`src/sv/csb_pkg.sv`:
```
// Package for the comment and docstring blanker: lexer mode codes, character
// constants and the lexer state record shared by the lexer and the top level.
// No dependencies.
package csb_pkg;

	// Lexer modes; code 7 is unused and is handled as code mode
	typedef enum logic [2:0] {
		MODE_CODE  = 3'd0,
		MODE_SQ    = 3'd1,
		MODE_DQ    = 3'd2,
		MODE_TSQ   = 3'd3,
		MODE_TDQ   = 3'd4,
		MODE_LINE  = 3'd5,
		MODE_BLOCK = 3'd6
	} lex_mode_t;

	localparam logic [7:0] CH_NUL   = 8'h00;
	localparam logic [7:0] CH_NL    = 8'h0A;
	localparam logic [7:0] CH_SP    = 8'h20;
	localparam logic [7:0] CH_DQ    = 8'h22;
	localparam logic [7:0] CH_HASH  = 8'h23;
	localparam logic [7:0] CH_SQ    = 8'h27;
	localparam logic [7:0] CH_STAR  = 8'h2A;
	localparam logic [7:0] CH_SLASH = 8'h2F;
	localparam logic [7:0] CH_BSL   = 8'h5C;

	// Lexer state carried from byte to byte
	typedef struct packed {
		lex_mode_t  mode;
		logic       esc;
		logic [1:0] skip;
	} lex_state_t;

	localparam lex_state_t LEX_RESET = '{mode: MODE_CODE, esc: 1'b0, skip: 2'd0};

endpackage

```
`src/sv/csb_lex.sv`:
```
// Lexer step for the comment and docstring blanker: decides the output byte
// for one source byte from the lexer state and two bytes of lookahead.
// Depends on csb_pkg.
module csb_lex import csb_pkg::*; (
	input  logic [7:0] c,
	input  logic [7:0] n1,
	input  logic [7:0] n2,
	input  lex_state_t cur,
	output lex_state_t nxt,
	output logic [7:0] out_byte
);

	logic [7:0] quote;
	logic       sq_triple;
	logic       dq_triple;
	logic       q_triple;
	logic       block_end;
	logic [7:0] nl_kept;

	// Shared window decodes
	always_comb begin
		quote     = (cur.mode == MODE_TSQ) ? CH_SQ : CH_DQ;
		sq_triple = (c == CH_SQ) && (n1 == CH_SQ) && (n2 == CH_SQ);
		dq_triple = (c == CH_DQ) && (n1 == CH_DQ) && (n2 == CH_DQ);
		q_triple  = (c == quote) && (n1 == quote) && (n2 == quote);
		block_end = (c == CH_STAR) && (n1 == CH_SLASH);
		nl_kept   = (c == CH_NL) ? c : CH_SP;
	end

	// Next lexer state
	always_comb begin
		nxt = cur;
		if (cur.skip != 2'd0) begin
			nxt.skip = cur.skip - 2'd1;
		end else begin
			case (cur.mode)
				MODE_LINE: begin
					if (c == CH_NL) nxt.mode = MODE_CODE;
				end
				MODE_BLOCK: begin
					if (block_end) begin
						nxt.skip = 2'd1;
						nxt.mode = MODE_CODE;
					end
				end
				MODE_TSQ, MODE_TDQ: begin
					if (q_triple) begin
						nxt.skip = 2'd2;
						nxt.mode = MODE_CODE;
					end
				end
				MODE_SQ, MODE_DQ: begin
					if (cur.esc) begin
						nxt.esc = 1'b0;
					end else if (c == CH_BSL) begin
						nxt.esc = 1'b1;
					end else if ((cur.mode == MODE_SQ && c == CH_SQ) ||
					             (cur.mode == MODE_DQ && c == CH_DQ)) begin
						nxt.mode = MODE_CODE;
					end
				end
				default: begin
					nxt.mode = MODE_CODE;
					if (sq_triple) begin
						nxt.skip = 2'd2;
						nxt.mode = MODE_TSQ;
					end else if (dq_triple) begin
						nxt.skip = 2'd2;
						nxt.mode = MODE_TDQ;
					end else if (c == CH_SQ) begin
						nxt.mode = MODE_SQ;
					end else if (c == CH_DQ) begin
						nxt.mode = MODE_DQ;
					end else if (c == CH_SLASH && n1 == CH_SLASH) begin
						nxt.skip = 2'd1;
						nxt.mode = MODE_LINE;
					end else if (c == CH_SLASH && n1 == CH_STAR) begin
						nxt.skip = 2'd1;
						nxt.mode = MODE_BLOCK;
					end else if (c == CH_HASH) begin
						nxt.mode = MODE_LINE;
					end
				end
			endcase
		end
	end

	// Output byte
	always_comb begin
		out_byte = c;
		if (cur.skip != 2'd0) begin
			out_byte = CH_SP;
		end else begin
			case (cur.mode)
				MODE_LINE:          out_byte = (c == CH_NL) ? c : CH_SP;
				MODE_BLOCK:         out_byte = block_end ? CH_SP : nl_kept;
				MODE_TSQ, MODE_TDQ: out_byte = q_triple ? CH_SP : nl_kept;
				MODE_SQ, MODE_DQ:   out_byte = c;
				default: begin
					if (sq_triple || dq_triple || c == CH_HASH ||
					    (c == CH_SLASH && (n1 == CH_SLASH || n1 == CH_STAR)))
						out_byte = CH_SP;
					else
						out_byte = c;
				end
			endcase
		end
	end

endmodule

```
`src/sv/comment_and_docstring_blanker.sv`:
```
// Channel   Dir  tdata[7:0]  tlast     Notes
// s_axis    in   in_byte     in_last   source text, one byte per transaction
// m_axis    out  out_byte    out_last  same text, comments and triples blanked
//
// Cycles: one byte in and one byte out per cycle in steady state; output trails
// input by two bytes held for lookahead. The first two bytes of a text give no
// output. A transaction with tlast flushes up to three bytes: the input stays
// stalled while the lexer step emits the ones still held in the window.
// Reset clears the lexer state, the window fill and the output valid flag.
// Output stalls hold the result register and back-pressure the input.
// Top level; depends on csb_pkg and csb_lex.
module comment_and_docstring_blanker import csb_pkg::*; (
	input  logic       clk,
	input  logic       arst_n,
	input  logic       s_axis_tvalid,
	output logic       s_axis_tready,
	input  logic [7:0] s_axis_tdata,   // [7:0] in_byte
	input  logic       s_axis_tlast,
	output logic       m_axis_tvalid,
	input  logic       m_axis_tready,
	output logic [7:0] m_axis_tdata,   // [7:0] out_byte
	output logic       m_axis_tlast
);

	logic [7:0] w0_q, w1_q;
	logic [1:0] fill_q;
	logic       drain_q;
	logic [1:0] drain_cnt_q;
	lex_state_t lex_q;
	logic       out_valid_q;
	logic [7:0] out_byte_q;
	logic       out_last_q;

	logic       out_free, s_acc, fire, fire_last, finish;
	logic [7:0] c, n1, n2, lex_byte;
	lex_state_t lex_next;

	assign out_free      = !out_valid_q || m_axis_tready;
	assign s_axis_tready = !drain_q && out_free;
	assign s_acc         = s_axis_tvalid && s_axis_tready;

	// Select the three-byte window for the lexer step
	always_comb begin
		if (drain_q) begin
			c = w0_q; n1 = w1_q; n2 = CH_NUL;
		end else begin
			case (fill_q)
				2'd2:    begin c = w0_q;         n1 = w1_q;         n2 = s_axis_tdata; end
				2'd1:    begin c = w0_q;         n1 = s_axis_tdata; n2 = CH_NUL;       end
				default: begin c = s_axis_tdata; n1 = CH_NUL;       n2 = CH_NUL;       end
			endcase
		end
	end

	assign fire      = drain_q ? out_free : (s_acc && (s_axis_tlast || fill_q == 2'd2));
	assign fire_last = drain_q ? (drain_cnt_q == 2'd1) : (s_axis_tlast && fill_q == 2'd0);
	assign finish    = fire && fire_last;

	csb_lex u_lex (
		.c        (c),
		.n1       (n1),
		.n2       (n2),
		.cur      (lex_q),
		.nxt      (lex_next),
		.out_byte (lex_byte)
	);

	// Window, fill and flush control
	always_ff @(posedge clk or negedge arst_n) begin
		if (!arst_n) begin
			fill_q      <= 2'd0;
			drain_q     <= 1'b0;
			drain_cnt_q <= 2'd0;
			lex_q       <= LEX_RESET;
		end else if (finish) begin
			fill_q      <= 2'd0;
			drain_q     <= 1'b0;
			drain_cnt_q <= 2'd0;
			lex_q       <= LEX_RESET;
		end else if (fire) begin
			lex_q <= lex_next;
			if (drain_q) begin
				drain_cnt_q <= drain_cnt_q - 2'd1;
			end else if (s_axis_tlast) begin
				drain_q     <= 1'b1;
				drain_cnt_q <= fill_q;
			end
		end else if (s_acc) begin
			fill_q <= fill_q + 2'd1;
		end
	end

	// Window payload: shift on a lexer step, append while filling
	always_ff @(posedge clk) begin
		if (fire) begin
			w0_q <= n1;
			w1_q <= n2;
		end else if (s_acc) begin
			if (fill_q == 2'd0) w0_q <= s_axis_tdata;
			else                w1_q <= s_axis_tdata;
		end
	end

	// Result register
	always_ff @(posedge clk or negedge arst_n) begin
		if (!arst_n) begin
			out_valid_q <= 1'b0;
		end else if (fire) begin
			out_valid_q <= 1'b1;
		end else if (m_axis_tready) begin
			out_valid_q <= 1'b0;
		end
	end

	always_ff @(posedge clk) begin
		if (fire) begin
			out_byte_q <= lex_byte;
			out_last_q <= fire_last;
		end
	end

	assign m_axis_tvalid = out_valid_q;
	assign m_axis_tdata  = out_byte_q;
	assign m_axis_tlast  = out_last_q;

	// Checks
	a_fill_range: assert property (@(posedge clk) disable iff (!arst_n)
		fill_q != 2'd3)
		else $error("window fill out of range");

	a_drain_cnt: assert property (@(posedge clk) disable iff (!arst_n)
		drain_q |-> (drain_cnt_q == 2'd1 || drain_cnt_q == 2'd2))
		else $error("flush count invalid while draining");

	a_drain_full: assert property (@(posedge clk) disable iff (!arst_n)
		drain_q |-> fill_q == 2'd2 || fill_q == 2'd1)
		else $error("flush entered with empty window");

	a_single_last: assert property (@(posedge clk) disable iff (!arst_n)
		(s_acc && s_axis_tlast && fill_q == 2'd0) |=>
		(m_axis_tvalid && m_axis_tlast && !drain_q && fill_q == 2'd0))
		else $error("single-byte flush did not end the text");

	a_finish_clears: assert property (@(posedge clk) disable iff (!arst_n)
		finish |=> (lex_q == LEX_RESET && fill_q == 2'd0 && !drain_q))
		else $error("state not cleared after final byte");

endmodule

```
`config.mk`:
```
export PLATFORM = sky130hd
export DESIGN_NAME = comment_and_docstring_blanker
export DESIGN_NICKNAME = d
export VERILOG_FILES = /design/src/sv/csb_pkg.sv /design/src/sv/csb_lex.sv /design/src/sv/comment_and_docstring_blanker.sv
export SDC_FILE = /design/constraint.sdc
export NUM_CORES = 1
export LEC_CHECK = 0
export BUFFER_PORTS_ARGS = -buffer_cell sky130_fd_sc_hd__buf_2
export CORE_MARGIN = 3
export CORE_UTILIZATION = 60
export DETAILED_ROUTE_END_ITERATION = 6
export GPL_TIMING_DRIVEN = 1
export PLACE_DENSITY = 0.87
export SYNTH_ARGS = -nofsm -noshare
export SYNTH_HDL_FRONTEND = slang
export SYNTH_SLANG_ARGS = --single-unit
```
`constraint.sdc`:
```
create_clock -name clk -period 3.8 [get_ports clk]
set_input_delay 0.19 -clock clk [delete_from_list [all_inputs] [get_ports clk]]
set_output_delay 0.19 -clock clk [all_outputs]
set_load 0.02 [all_outputs]
```
==> run metrics <==
Area Growth Syn to Fin=9.51%; number of clock sinks=37; total iterations of the first detailed-routing run=5; largest net degree at the start of global routing=29; Syn Area/Cell=8.35 um^2; post-synthesis sequential area ratio=39.0%; # nets final=362; # fillers=313; Hold WC Path Type=input pin to register; vias per std cell=6.67; initial antenna violation count=0; Die Height=73.1 um; Worst Tran Pin Value=1.08 ns; post-synth design cell area=0.00270 mm^2; slowest CP cell=or4_4; synth warn=0; total grt overflow=0; final std cells w/o fill=396; Clock transition at path regs=0.07 ns; final hold vios=0; register bit total from synthesis=37; fin crit period=3.45 ns; row cnt=23; postcts setup bufs=0; final setup TNS=0 ns; Yosys cell types=53; Worst Setup SP=fill_q[0]; Max clock buf depth=2; H-tree depth=2; Crit path arrival time=3.48 ns; Worst IR Drop VDD=0.495 mV; reg-to-reg startpoint=fill_q[0]; Die Area=0.00534 mm^2; Port Buffer Count=23; critical path fanouts, max=20; Synth Flop Type=edfxtp_1; total power=2.27 mW; RSZ-0062 raised after global routing=no; Final GP Congestion=0.969; Clk Latency, worst-skew pair=0.30 ns; multi-input gate area in the final layout=0.00153 mm^2; RR Endpoint=m_axis_tdata[1]; Critical Path End=m_axis_tdata[1]; Die W=73.1 um; Worst setup SP type=register; Register Area=0.00105 mm^2; Crit path largest cell delay=0.61 ns; DP Cell Count=387; root buffer selected by CTS=clkbuf_8; vias in the first global route=2396; r2r setup slk=0.35 ns; Routed Antenna Nets=0; family with the most delay on the worst path=compound AO/OA/AOI/OAI gates; CP Data Required Time=3.83 ns; final slew viol count=0; crit end category=register; Leak Pwr=1.13 nW; status=completed; initial core utilization=64.6%; Fin Clk Skew=0.00289 ns; Slew HR=27.3%; CTS tree=done; WP depth=11; Final period util=90.8%; final worst setup slack=0.350 ns; ys async rst share=32.4%; Global Route Usage Sum=27.9%; Worst Path Buf+Inv=2; first-pass GRT wire length=11.6 mm; Top Ports=24; syn nets=340; R2R depth=11; post-DP HPWL=4.99 mm; layout cells sized above 1=13.0%; Post-synth EDFFs=25; Critical Path, Cell by Cell=inv_1 > ha_1 > buf_4 > and3_1 > a311oi_1 > nand3_1 > or4_4 > a21oi_1 > a211oi_1 > o21ai_2 > o21ai_0; Setup CP Type=register to register; Via Count=2640; DR DRC count=0; power density over the cells=768 mW/mm^2; clock buffer count from CTS=5; Starting DRT DRC Count=299; final setup vio count=0; max cap viols=0; final wirelength=6.81 mm; Util after Layout=70.8%; pre-CTS WS=0.408 ns; Syn Inst Count=323; n_diodes=0; core area=0.00417 mm^2; Wirelength per Cell=17.2 um; Max Clock Freq=290 MHz
[report_power, final]
| part | leakage, nW | total, mW | internal [mW] | switching (mW) |
|---|---|---|---|---|
| logic | 0.685 | 1.21 | 0.414 | 0.797 |
| clock network | 0.0430 | 0.273 | 0.124 | 0.149 |
| registers | 0.403 | 0.784 | 0.658 | 0.127 |
[per-layer routing]
metal / up-vias / share of wire, % / global-route usage [%]
li1: 1238 / - / -
met1: 1203 / 42 / 39.0
met2: 175 / 46 / 42.6
met3: 24 / 11 / 6.47
met4: 0 / 2.0 / 9.02
met5: - / 0 / 0
[synth_stat cells (2+ instances only)]
library cell | n | area share (%)
o22ai_1 | 2 | 0.46
o211ai_1 | 3 | 0.83
a21oi_1 | 18 | 3.3
clkbuf_1 | 10 | 1.4
nand3_1 | 18 | 3.3
and2_1 | 13 | 3.0
xnor2_1 | 3 | 0.97
nor3b_1 | 4 | 1.1
or4_1 | 4 | 1.1
nand4b_1 | 5 | 1.6
o41ai_1 | 4 | 1.3
nand2_1 | 59 | 8.2
or2_1 | 2 | 0.46
ha_1 | 4 | 1.9
edfxtp_1 | 25 | 28
a31oi_1 | 2 | 0.46
nand2b_1 | 6 | 1.4
a311oi_1 | 3 | 0.97
nor2_1 | 26 | 3.6
nor3_1 | 2 | 0.37
and3_1 | 5 | 1.2
inv_1 | 11 | 1.5
nand4_1 | 6 | 1.4
o31a_1 | 2 | 0.65
a21o_1 | 2 | 0.56
buf_2 | 7 | 1.3
nor2b_1 | 4 | 0.93
dfrtp_1 | 12 | 11
o31ai_1 | 4 | 1.1
or3_1 | 2 | 0.46
o21ai_2 | 2 | 0.65
o21ai_0 | 19 | 3.5
or4b_1 | 6 | 2.2
mux2i_1 | 3 | 1.1
nor4_1 | 7 | 1.6
[per-stage QoR]
step | cell area [um^2] | hold slack (ns)
global placement | 2860 | 0.0804
global route | 2950 | 0.240
CTS | 2950 | 0.206
floorplan | 2700 | -0.106
detailed placement | 2860 | 0.0832
finish | 2950 | 0.208
[cells by family (layout without fill, tap and decap cells)]
kind of cell,count (synthesis),in the layout,synth area share (%)
compound gates,73,73,18.6
simple gates,174,174,33.8
buf+inv,28,51,4.22
flops,37,37,39.0
mux,4,4,1.53
xor+xnor,3,3,0.974
fa+ha+maj,4,4,1.86
[layout by cell type, fill, tap and decap left out, types with 3 or more instances in the layout]
master,n
inv_1,11
or4_1,4
nor2_1,26
o21ai_0,19
a311oi_1,3
edfxtp_1,25
nand2_1,59
buf_2,23
a21oi_1,18
and3_1,5
nand4_1,6
nand2b_1,6
mux2i_1,3
or4b_1,6
o41ai_1,4
nand4b_1,5
o31ai_1,4
ha_1,4
o211ai_1,3
clkbuf_8,5
xnor2_1,3
nand3_1,18
buf_4,8
nor4_1,7
dfrtp_1,12
and2_1,13
nor3b_1,4
nor2b_1,4
[worst min-delay path by stage]
| stage | cells after the start | slack, ns | endpoint | startpoint |
|---|---|---|---|---|
| 4_1_cts | 3 | 0.21 | m_axis_tvalid | s_axis_tvalid |
| 3_5_place_dp | 1 | 0.08 | lex_q[3] | arst_n |
| 3_3_place_gp | 1 | 0.08 | lex_q[4] | arst_n |
| 6_report | 3 | 0.21 | m_axis_tvalid | s_axis_tvalid |
| 2_1_floorplan | 0 | -0.11 | drain_cnt_q[0] | arst_n |
| 5_1_grt | 3 | 0.24 | drain_q | s_axis_tlast |
[tightest hold or removal path, stage by stage]
cell and delay (ns):
buf_2 0.11, o21ai_0 0.10, nand2_1 0.07
[sequential cells by signal, indices dropped and copies added, names as in the netlist]
name	cells
fill_q	2
m_axis_tlast	1
drain_cnt_q	2
m_axis_tvalid	1
drain_q	1
w1_q	8
w0_q	8
lex_q	6
m_axis_tdata	8
[final cells by class]
type	count	area share [%]
clock inverters	3	0.424
well taps	50	2.12
multi-input cells	258	51.9
inverters	11	1.40
repair buffers	32	6.27
clock buffers	5	2.33
flip-flops and latches	37	35.6
[timing repair]
item,CTS,global route
gates resized for setup,0,0
hold buffers,1,0
hold endpoints to repair,12,0
Note: power is estimated with default switching activity, not from simulation.
